--- config.mk ---
export PLATFORM = sky130hd
export DESIGN_NAME = mru_focus_history_top
export DESIGN_NICKNAME = d
export VERILOG_FILES = /design/src/hdl/mfh_pkg.sv /design/src/hdl/mfh_cmp.sv /design/src/hdl/mfh_seq.sv /design/src/hdl/mru_focus_history_top.sv
export SDC_FILE = /design/constraint.sdc
export NUM_CORES = 2
export LEC_CHECK = 0
export BUFFER_PORTS_ARGS = -buffer_cell sky130_fd_sc_hd__buf_2
export CORE_MARGIN = 2
export CORE_UTILIZATION = 56
export CTS_CLUSTER_DIAMETER = 50
export CTS_CLUSTER_SIZE = 14
export DETAILED_ROUTE_END_ITERATION = 16
export PLACE_DENSITY_LB_ADDON = 0.12
export SYNTH_ARGS = -nofsm -noshare
export SYNTH_HDL_FRONTEND = slang
export SYNTH_SLANG_ARGS = --single-unit
--- constraint.sdc ---
create_clock -name clk_i -period 6.03 [get_ports clk_i]
set_input_delay 0.603 -clock clk_i [delete_from_list [all_inputs] [get_ports clk_i]]
set_output_delay 0.603 -clock clk_i [all_outputs]
set_load 0.01 [all_outputs]
--- src/hdl/mfh_pkg.sv ---
// shared types, command codes and stream field layout for the focus history block
`timescale 1ns / 1ps
`default_nettype none

package mfh_pkg;

  // default sizing
  localparam int unsigned LIST_DEPTH_DEF = 16;
  localparam int unsigned ID_BITS_DEF    = 32;

  // fixed field widths of the stream ports
  localparam int unsigned CMD_W   = 3;
  localparam int unsigned WID_W   = 32;
  localparam int unsigned POS_W   = 4;
  localparam int unsigned COUNT_W = 5;

  // input tdata layout: win_id, position
  localparam int unsigned IN_WID_LSB  = 0;
  localparam int unsigned IN_POS_LSB  = IN_WID_LSB + WID_W;
  localparam int unsigned IN_USED_W   = IN_POS_LSB + POS_W;
  localparam int unsigned IN_TDATA_W  = ((IN_USED_W + 7) / 8) * 8;

  // output tdata layout: foreground_id, history_count, entry_id, open_count
  localparam int unsigned OUT_FG_LSB    = 0;
  localparam int unsigned OUT_HIST_LSB  = OUT_FG_LSB + WID_W;
  localparam int unsigned OUT_ENTRY_LSB = OUT_HIST_LSB + COUNT_W;
  localparam int unsigned OUT_OPEN_LSB  = OUT_ENTRY_LSB + WID_W;
  localparam int unsigned OUT_USED_W    = OUT_OPEN_LSB + COUNT_W;
  localparam int unsigned OUT_TDATA_W   = ((OUT_USED_W + 7) / 8) * 8;

  // request commands
  typedef enum logic [CMD_W-1:0] {
    CMD_CLEAR = 3'd0,
    CMD_ADD   = 3'd1,
    CMD_PRUNE = 3'd2,
    CMD_FOCUS = 3'd3,
    CMD_READ  = 3'd4
  } cmd_e;

  // one request as taken from the input stream
  typedef struct packed {
    logic [CMD_W-1:0] command;
    logic [WID_W-1:0] win_id;
    logic [POS_W-1:0] position;
  } item_t;

  // one result as handed to the output stream
  typedef struct packed {
    logic [WID_W-1:0]   foreground_id;
    logic [COUNT_W-1:0] history_count;
    logic [WID_W-1:0]   entry_id;
    logic [COUNT_W-1:0] open_count;
  } result_t;

  // handshake control from the stream side to the sequencer
  typedef struct packed {
    logic start;
    logic out_free;
  } seq_ctrl_t;

  // sequencer status towards the stream side
  typedef struct packed {
    logic idle;
    logic done;
  } seq_stat_t;

endpackage

`default_nettype wire

--- src/hdl/mfh_cmp.sv ---
// shared id comparator used by every list and open set walk
`timescale 1ns / 1ps
`default_nettype none

module mfh_cmp #(
  parameter int unsigned ID_BITS = mfh_pkg::ID_BITS_DEF
) (
  input  wire logic [ID_BITS-1:0] a_i,
  input  wire logic [ID_BITS-1:0] b_i,
  output logic                    eq_o,
  output logic                    a_zero_o
);

  // equality of the two operands and zero test of the first
  assign eq_o     = (a_i == b_i);
  assign a_zero_o = (a_i == '0);

endmodule

`default_nettype wire

--- src/hdl/mfh_seq.sv ---
// sequencer with recency list and open set memories, walking them through one comparator
`timescale 1ns / 1ps
`default_nettype none

module mfh_seq #(
  parameter int unsigned LIST_DEPTH = mfh_pkg::LIST_DEPTH_DEF,
  parameter int unsigned ID_BITS    = mfh_pkg::ID_BITS_DEF
) (
  input  wire logic              clk_i,
  input  wire logic              rst_ni,
  input  wire mfh_pkg::seq_ctrl_t ctrl_i,
  input  wire mfh_pkg::item_t     item_i,
  output mfh_pkg::seq_stat_t      stat_o,
  output mfh_pkg::result_t        res_o
);

  localparam int unsigned AW = (LIST_DEPTH > 1) ? $clog2(LIST_DEPTH) : 1;
  localparam int unsigned CW = $clog2(LIST_DEPTH + 1);
  localparam int unsigned PW = (CW > mfh_pkg::POS_W) ? CW : mfh_pkg::POS_W;

  typedef enum logic [14:0] {
    ST_IDLE      = 15'h0001,
    ST_DECODE    = 15'h0002,
    ST_OPEN_RD   = 15'h0004,
    ST_OPEN_CMP  = 15'h0008,
    ST_DROP_RD   = 15'h0010,
    ST_DROP_GET  = 15'h0020,
    ST_SHIFT_RD  = 15'h0040,
    ST_SHIFT_WR  = 15'h0080,
    ST_PRUNE_RD  = 15'h0100,
    ST_PRUNE_GET = 15'h0200,
    ST_DUP_RD    = 15'h0400,
    ST_DUP_CMP   = 15'h0800,
    ST_READ_RD   = 15'h1000,
    ST_READ_GET  = 15'h2000,
    ST_DONE      = 15'h4000
  } state_e;

  state_e                       state_q, state_d;
  mfh_pkg::cmd_e                cmd_q, cmd_d;
  logic [ID_BITS-1:0]           id_q, id_d;
  logic [mfh_pkg::POS_W-1:0]    pos_q, pos_d;
  logic [ID_BITS-1:0]           cand_q, cand_d;
  logic [ID_BITS-1:0]           fg_q, fg_d;
  logic [ID_BITS-1:0]           entry_q, entry_d;
  logic [CW-1:0]                cnt_q, cnt_d;
  logic [CW-1:0]                open_total_q, open_total_d;
  logic [CW-1:0]                rd_q, rd_d;
  logic [CW-1:0]                wr_q, wr_d;
  logic [CW-1:0]                k_q, k_d;
  logic                         push_q, push_d;

  // memory ports
  logic [ID_BITS-1:0] list_mem [LIST_DEPTH];
  logic [ID_BITS-1:0] open_mem [LIST_DEPTH];
  logic               list_we;
  logic [AW-1:0]      list_waddr;
  logic [ID_BITS-1:0] list_wdata;
  logic [AW-1:0]      list_raddr;
  logic [ID_BITS-1:0] list_rdata_q;
  logic               open_we;
  logic [AW-1:0]      open_waddr;
  logic [AW-1:0]      open_raddr;
  logic [ID_BITS-1:0] open_rdata_q;

  // shared comparator
  logic [ID_BITS-1:0] cmp_a;
  logic [ID_BITS-1:0] cmp_b;
  logic               cmp_eq;
  logic               cmp_a_zero;

  assign cmp_a = (state_q == ST_OPEN_CMP) ? open_rdata_q : list_rdata_q;
  assign cmp_b = (state_q == ST_PRUNE_GET) ? fg_q : cand_q;

  mfh_cmp #(
    .ID_BITS (ID_BITS)
  ) u_cmp (
    .a_i      (cmp_a),
    .b_i      (cmp_b),
    .eq_o     (cmp_eq),
    .a_zero_o (cmp_a_zero)
  );

  // recency list memory
  always_ff @(posedge clk_i) begin
    if (list_we) begin
      list_mem[list_waddr] <= list_wdata;
    end
    list_rdata_q <= list_mem[list_raddr];
  end

  // open set memory
  always_ff @(posedge clk_i) begin
    if (open_we) begin
      open_mem[open_waddr] <= id_q;
    end
    open_rdata_q <= open_mem[open_raddr];
  end

  // sequencer
  always_comb begin
    state_d      = state_q;
    cmd_d        = cmd_q;
    id_d         = id_q;
    pos_d        = pos_q;
    cand_d       = cand_q;
    fg_d         = fg_q;
    entry_d      = entry_q;
    cnt_d        = cnt_q;
    open_total_d = open_total_q;
    rd_d         = rd_q;
    wr_d         = wr_q;
    k_d          = k_q;
    push_d       = push_q;
    list_we      = 1'b0;
    list_waddr   = wr_q[AW-1:0];
    list_wdata   = list_rdata_q;
    list_raddr   = rd_q[AW-1:0];
    open_we      = 1'b0;
    open_waddr   = open_total_q[AW-1:0];
    open_raddr   = k_q[AW-1:0];

    unique case (state_q)
      ST_IDLE: begin
        if (ctrl_i.start) begin
          cmd_d   = mfh_pkg::cmd_e'(item_i.command);
          id_d    = ID_BITS'(item_i.win_id);
          pos_d   = item_i.position;
          state_d = ST_DECODE;
        end
      end

      ST_DECODE: begin
        entry_d = '0;
        rd_d    = '0;
        wr_d    = '0;
        k_d     = '0;
        unique case (cmd_q)
          mfh_pkg::CMD_CLEAR: begin
            open_total_d = '0;
            state_d      = ST_DONE;
          end
          mfh_pkg::CMD_ADD: begin
            if ((id_q != '0) && (open_total_q < CW'(LIST_DEPTH))) begin
              open_we      = 1'b1;
              open_total_d = open_total_q + CW'(1);
            end
            state_d = ST_DONE;
          end
          mfh_pkg::CMD_PRUNE: begin
            state_d = ST_PRUNE_RD;
          end
          mfh_pkg::CMD_FOCUS: begin
            if ((fg_q != id_q) && (fg_q != '0)) begin
              cand_d  = fg_q;
              push_d  = 1'b1;
              state_d = ST_OPEN_RD;
            end else begin
              fg_d    = id_q;
              state_d = ST_PRUNE_RD;
            end
          end
          mfh_pkg::CMD_READ: begin
            state_d = ST_READ_RD;
          end
          default: begin
            state_d = ST_DONE;
          end
        endcase
      end

      // walk the open set looking for the candidate
      ST_OPEN_RD: begin
        if (k_q >= open_total_q) begin
          if (push_q) begin
            fg_d    = id_q;
            rd_d    = '0;
            wr_d    = '0;
            state_d = ST_PRUNE_RD;
          end else begin
            rd_d    = rd_q + CW'(1);
            state_d = ST_PRUNE_RD;
          end
        end else begin
          state_d = ST_OPEN_CMP;
        end
      end

      ST_OPEN_CMP: begin
        if (cmp_eq) begin
          k_d = '0;
          if (push_q) begin
            rd_d    = '0;
            wr_d    = '0;
            state_d = ST_DROP_RD;
          end else begin
            state_d = ST_DUP_RD;
          end
        end else begin
          k_d     = k_q + CW'(1);
          state_d = ST_OPEN_RD;
        end
      end

      // remove the previous foreground from the list before it goes to the front
      ST_DROP_RD: begin
        if (rd_q >= cnt_q) begin
          if (wr_q >= CW'(LIST_DEPTH)) begin
            k_d = CW'(LIST_DEPTH - 1);
          end else begin
            k_d = wr_q;
          end
          state_d = ST_SHIFT_RD;
        end else begin
          state_d = ST_DROP_GET;
        end
      end

      ST_DROP_GET: begin
        if (!cmp_eq) begin
          list_we = 1'b1;
          wr_d    = wr_q + CW'(1);
        end
        rd_d    = rd_q + CW'(1);
        state_d = ST_DROP_RD;
      end

      // move entries one place back, oldest falls off when full
      ST_SHIFT_RD: begin
        list_raddr = AW'(k_q - CW'(1));
        if (k_q == '0) begin
          list_we    = 1'b1;
          list_waddr = '0;
          list_wdata = cand_q;
          cnt_d      = wr_q + CW'(1);
          if (wr_q >= CW'(LIST_DEPTH)) begin
            cnt_d = CW'(LIST_DEPTH);
          end
          fg_d       = id_q;
          rd_d       = '0;
          wr_d       = '0;
          state_d    = ST_PRUNE_RD;
        end else begin
          state_d = ST_SHIFT_WR;
        end
      end

      ST_SHIFT_WR: begin
        list_we    = 1'b1;
        list_waddr = k_q[AW-1:0];
        k_d        = k_q - CW'(1);
        state_d    = ST_SHIFT_RD;
      end

      // prune: drop zeros, the foreground, closed ids and repeats
      ST_PRUNE_RD: begin
        if (rd_q >= cnt_q) begin
          cnt_d   = wr_q;
          state_d = ST_DONE;
        end else begin
          state_d = ST_PRUNE_GET;
        end
      end

      ST_PRUNE_GET: begin
        cand_d = list_rdata_q;
        if (cmp_a_zero || cmp_eq) begin
          rd_d    = rd_q + CW'(1);
          state_d = ST_PRUNE_RD;
        end else begin
          k_d     = '0;
          push_d  = 1'b0;
          state_d = ST_OPEN_RD;
        end
      end

      // look for the candidate among the entries already kept
      ST_DUP_RD: begin
        list_raddr = k_q[AW-1:0];
        if (k_q >= wr_q) begin
          list_we    = 1'b1;
          list_wdata = cand_q;
          wr_d       = wr_q + CW'(1);
          rd_d       = rd_q + CW'(1);
          state_d    = ST_PRUNE_RD;
        end else begin
          state_d = ST_DUP_CMP;
        end
      end

      ST_DUP_CMP: begin
        if (cmp_eq) begin
          rd_d    = rd_q + CW'(1);
          state_d = ST_PRUNE_RD;
        end else begin
          k_d     = k_q + CW'(1);
          state_d = ST_DUP_RD;
        end
      end

      // single entry read
      ST_READ_RD: begin
        list_raddr = AW'(pos_q);
        state_d    = ST_READ_GET;
      end

      ST_READ_GET: begin
        if (PW'(pos_q) < PW'(cnt_q)) begin
          entry_d = list_rdata_q;
        end
        state_d = ST_DONE;
      end

      ST_DONE: begin
        if (ctrl_i.out_free) begin
          state_d = ST_IDLE;
        end
      end

      default: begin
        state_d = ST_IDLE;
      end
    endcase
  end

  // control and state registers
  always_ff @(posedge clk_i or negedge rst_ni) begin
    if (!rst_ni) begin
      state_q      <= ST_IDLE;
      cmd_q        <= mfh_pkg::CMD_CLEAR;
      id_q         <= '0;
      pos_q        <= '0;
      cand_q       <= '0;
      fg_q         <= '0;
      entry_q      <= '0;
      cnt_q        <= '0;
      open_total_q <= '0;
      rd_q         <= '0;
      wr_q         <= '0;
      k_q          <= '0;
      push_q       <= 1'b0;
    end else begin
      state_q      <= state_d;
      cmd_q        <= cmd_d;
      id_q         <= id_d;
      pos_q        <= pos_d;
      cand_q       <= cand_d;
      fg_q         <= fg_d;
      entry_q      <= entry_d;
      cnt_q        <= cnt_d;
      open_total_q <= open_total_d;
      rd_q         <= rd_d;
      wr_q         <= wr_d;
      k_q          <= k_d;
      push_q       <= push_d;
    end
  end

  // status and result
  assign stat_o.idle = (state_q == ST_IDLE);
  assign stat_o.done = (state_q == ST_DONE);

  assign res_o.foreground_id = mfh_pkg::WID_W'(fg_q);
  assign res_o.history_count = mfh_pkg::COUNT_W'(cnt_q);
  assign res_o.entry_id      = mfh_pkg::WID_W'(entry_q);
  assign res_o.open_count    = mfh_pkg::COUNT_W'(open_total_q);

endmodule

`default_nettype wire

--- src/hdl/mru_focus_history_top.sv ---
// top level of the focus history block: stream ports, output register, sequencer
//
// channel   | direction | data                                        | side info
// ----------+-----------+---------------------------------------------+----------------
// s_axis    | in        | win_id[31:0], position[35:32]               | tuser: command
// m_axis    | out       | foreground_id, history_count, entry_id,     | none
//           |           | open_count                                  |
//
// clear, add and undefined commands finish in the decode state; a read adds a read and a get state
// a prune walks the list through one comparator and one read port per memory:
//   each entry that is not zero or the foreground is looked up in the open set and then among the kept entries;
//   a focus change adds an open set scan and, if the old foreground is open, a drop
//   and a shift pass before its prune
// s_axis_tready is high only while the sequencer is idle; a result may wait in the
//   output register while the next request is taken
// reset clears the list count, open count and foreground; no memory clearing pass
`timescale 1ns / 1ps
`default_nettype none

module mru_focus_history_top #(
  parameter int unsigned LIST_DEPTH = mfh_pkg::LIST_DEPTH_DEF,
  parameter int unsigned ID_BITS    = mfh_pkg::ID_BITS_DEF
) (
  input  wire logic                            clk_i,
  input  wire logic                            rst_ni,
  input  wire logic                            s_axis_tvalid,
  output logic                                 s_axis_tready,
  // win_id [31:0], position [35:32], zero fill above
  input  wire logic [mfh_pkg::IN_TDATA_W-1:0]  s_axis_tdata,
  // command [2:0]
  input  wire logic [mfh_pkg::CMD_W-1:0]       s_axis_tuser,
  output logic                                 m_axis_tvalid,
  input  wire logic                            m_axis_tready,
  // foreground_id [31:0], history_count [36:32], entry_id [68:37],
  // open_count [73:69], zero fill above
  output logic [mfh_pkg::OUT_TDATA_W-1:0]      m_axis_tdata
);

  mfh_pkg::seq_ctrl_t ctrl;
  mfh_pkg::seq_stat_t stat;
  mfh_pkg::item_t     item;
  mfh_pkg::result_t   res;

  logic                               out_valid_q, out_valid_d;
  logic [mfh_pkg::OUT_TDATA_W-1:0]    out_data_q, out_data_d;

  // request unpacking
  assign item.command   = s_axis_tuser;
  assign item.win_id    = s_axis_tdata[mfh_pkg::IN_WID_LSB +: mfh_pkg::WID_W];
  assign item.position  = s_axis_tdata[mfh_pkg::IN_POS_LSB +: mfh_pkg::POS_W];

  assign s_axis_tready  = stat.idle;
  assign ctrl.start     = s_axis_tvalid && stat.idle;
  assign ctrl.out_free  = !out_valid_q || m_axis_tready;

  mfh_seq #(
    .LIST_DEPTH (LIST_DEPTH),
    .ID_BITS    (ID_BITS)
  ) u_seq (
    .clk_i  (clk_i),
    .rst_ni (rst_ni),
    .ctrl_i (ctrl),
    .item_i (item),
    .stat_o (stat),
    .res_o  (res)
  );

  // output register loading
  always_comb begin
    out_valid_d = out_valid_q;
    out_data_d  = out_data_q;
    if (stat.done && ctrl.out_free) begin
      out_valid_d = 1'b1;
      out_data_d  = '0;
      out_data_d[mfh_pkg::OUT_FG_LSB    +: mfh_pkg::WID_W]   = res.foreground_id;
      out_data_d[mfh_pkg::OUT_HIST_LSB  +: mfh_pkg::COUNT_W] = res.history_count;
      out_data_d[mfh_pkg::OUT_ENTRY_LSB +: mfh_pkg::WID_W]   = res.entry_id;
      out_data_d[mfh_pkg::OUT_OPEN_LSB  +: mfh_pkg::COUNT_W] = res.open_count;
    end else if (m_axis_tready) begin
      out_valid_d = 1'b0;
    end
  end

  always_ff @(posedge clk_i or negedge rst_ni) begin
    if (!rst_ni) begin
      out_valid_q <= 1'b0;
    end else begin
      out_valid_q <= out_valid_d;
    end
  end

  always_ff @(posedge clk_i) begin
    out_data_q <= out_data_d;
  end

  assign m_axis_tvalid = out_valid_q;
  assign m_axis_tdata  = out_data_q;

endmodule

`default_nettype wire

==> reports/results.txt <==
CP required: 6410 ps
Synth Area in Adders: 0.006516
Setup CP Type: reg2reg
setup slack after layout: 872.4 ps
power per cell area: 367.7 mW/mm^2
Post-Syn Area per Cell: 16.17 sq um
Netlist cell types: 72
port buffer count: 118
GRT Overall Usage: 0.2718
run status: finished clean
Max Cap Viol: 0
Clock Tree Root: clkbuf_16
compound-cell area share of the yosys netlist: 0.06472
combinational power share: 0.084
H-Tree Depth: 4
WL final: 132300 um
initial antenna violation count: 5
worst-skew pair later-pin latency: 760 ps
peak supply drop: 0.0004076 V
via count: 30354
synthesized cell area: 0.05377 sq mm
CTS Buf Count: 133
type of the most critical hold path: in2reg
largest family of logic cells by synthesized area: multiplexers
post-detail-place hpwl: 78070 um
register bit total from synthesis: 1339
die height: 313.9 um
RD Place Congestion: 0.8740
RSZ-0062 raised after global routing: false
drt pass-1 iters: 5
Crit. End Element: flop
multi-input logic area: 0.01440 sq mm
pre-CTS setup slack: 868.0 ps
detailed-route DRC error count: 0
Syn Inst Count: 3326
worst r2r path cells: 12
CTS tree: yes
Static Leak: 0.01882 uW
mux share of post-synthesis cell area: 0.1080
critical path launch point type: flop
layout cell share with drive strength beyond 1: 0.2051
Post-Synth Simple-Gate Area: 0.07133
core area: 0.09501 sq mm
r2r setup slk: 870 ps
Power Total: 22280 uW
worst relative slew slack: 0.2277
Worst-Margin Slew: 1158 ps
ys flop type: edfxtp_1
Clock Power Share: 0.371
commonest non-fill, non-tap cell in the layout: edfxtp_1
vias in the first global route: 30431
Top Ports: 129
Sink Count: 1339
Worst Path Arrival: 5540 ps
Hold Fails Final Rpt: 0
switching pwr: 5687 uW
cell area after placement: 0.05618 sq mm
1st-iter DRT viols: 3614
WHS: 77.81 ps
P_int: 16590 uW
Critical Path Max Stage Delay: 710 ps
cell chain of the critical path: nor4_4 -> and4_4 -> buf_4 -> mux2i_1 -> xnor2_1 -> nand4_1 -> nor4_2 -> nand2_1 -> a21oi_2 -> buf_4 -> nor4_2 -> buf_4
sequential share of power: 0.545
sequential area share after synthesis: 0.7195
die width: 313.9 um
clock skew: 27.10 ps
post-synthesis xor/xnor area fraction: 0.01124
asr flop ratio synth: 0.1322
final setup fails: 0
Post-synth EDFFs: 1098
commonest non-fill, non-tap cells in the layout: 1098 x edfxtp_1, 398 x nand2_1, 172 x dfrtp_1, 163 x a211oi_1, 160 x mux4_2
grt ovf: 0
full die area: 0.09851 sq mm
# fillers: 6692
Antenna Violating Nets Remaining: 0
Ys Warns: 0
Starting Density: 0.5659
n_diodes: 0
Switching Fraction: 0.2553
fin crit share: 0.8553
Min Clock Period, post-route: 5158 ps
CTS Buffer Depth: 3
post-CTS sizing: 0
pin count of the biggest net entering global routing: 152
# rows: 113
register area: 0.03869 sq mm
Slew Limit Fails: 0
final net count: 3548
Worst-path clk slew: 60 ps
crit-path most repeated cell: buf_4
fmax: 193.9 MHz
Max stage delay cell, worst path: nor4_2
vias per std cell: 6.261
DR WL/cell: 27.30 um
fin area: 0.06060 sq mm
first-pass GRT wire length: 196100 um
Final TNS setup: 0 ps
Max FO, Critical Path: 41
Area Overhead vs Synth: 12.70%
worst hold stages: 2
## cell usage after synthesis, types with 68 or more instances
master	count	area share
and2_1	102	0.012
nand2_1	399	0.028
o21ai_0	88	0.0082
mux2_2	106	0.022
mux4_2	160	0.067
xnor2_1	69	0.011
clkbuf_1	118	0.0082
a21oi_1	82	0.0076
dfrtp_1	176	0.082
a31oi_1	68	0.0079
edfxtp_1	1098	0.61
mux2i_1	100	0.019
a211oi_1	164	0.023
## layer usage
metal,track usage,part of all wire,up-vias
met5,0,0,-
met4,0.07732,0.023,0
met3,0.04209,0.065,197
met2,0.4541,0.50,1142
met1,0.3746,0.41,15735
li1,-,-,13280
## sequential cells by signal, summed over array words and instances, names as in the netlist
register,count
u_seq.cnt_q,5
u_seq.state_q,15
u_seq.open_total_q,5
u_seq.id_q,32
u_seq.fg_q,32
u_seq.k_q,5
u_seq.pos_q,4
u_seq.list_mem,512
u_seq.rd_q,5
m_axis_tvalid,1
u_seq.open_rdata_q,32
u_seq.cmd_q,3
u_seq.wr_q,5
u_seq.push_q,1
u_seq.list_rdata_q,32
u_seq.entry_q,32
u_seq.open_mem,512
m_axis_tdata,74
u_seq.cand_q,32
## stage by stage
| step | cells | util |
|---|---|---|
| 2_1_floorplan | 3331 | - |
| 3_3_place_gp | 4602 | 0.5913 |
| 3_5_place_dp | 4602 | 0.5913 |
| 4_1_cts | 4848 | 0.6378 |
| 5_1_grt | 4848 | 0.6378 |
| 6_report | 4848 | 0.6378 |
## worst paths after layout
check / startpoint / to
worst max-delay path: u_seq.state_q[12] / u_seq.list_mem[2][8]
min in group asynchronous: rst_ni / u_seq.id_q[0]
worst min-delay path: s_axis_tdata[8] / u_seq.id_q[8]
max in group asynchronous: rst_ni / u_seq.k_q[1]
worst min register to register: u_seq.cnt_q[1] / m_axis_tdata[33]
worst max register to register: u_seq.state_q[12] / u_seq.list_mem[2][8]
## area by class of cell
type | count | share of cell area
flip-flops and latches | 1339 | 0.6385
multi-input cells | 1766 | 0.2377
clock buffers | 187 | 0.06223
well taps | 1265 | 0.02612
repair buffers | 209 | 0.02348
clock inverters | 58 | 0.01045
inverters | 24 | 0.001487
## kinds of logic (layout without fill, tap and decap cells)
logic type,count (synthesis),in the layout
AOI/OAI and AO/OA,519,519
xor gates and xnor gates,69,69
adders and majority gates,28,28
buffers and inverters,226,478
DFF,1339,1339
muxes,367,367
other,1,6
and+or+nand+nor,777,777
## worst max-delay path, delay by kind of cell, from the launching register on
family | cells | cell delay (ps)
buf+inv | 3 | 1210
flops | 1 | 460
compound gates | 1 | 170
xor+xnor | 1 | 130
simple gates | 6 | 2510
mux | 1 | 250
## power groups by stage
| stage | logic, uW | clock network (uW) | registers (uW) |
|---|---|---|---|
| after global routing | 2010 | 8750 | 12200 |
| final | 1860 | 8280 | 12100 |
| after CTS | 1860 | 8390 | 12100 |
| after floorplan | 1170 | 0 | 11800 |
| after global placement | 1810 | 0 | 12300 |
| after detailed placement | 1850 | 0 | 12300 |
## timing repair
| action | CTS | global route |
|---|---|---|
| endpoints found under the hold margin | 63 | 0 |
| buffers inserted | 0 | 0 |
| hold buffers | 1 | 0 |
Power figures use the tool's default switching activity.
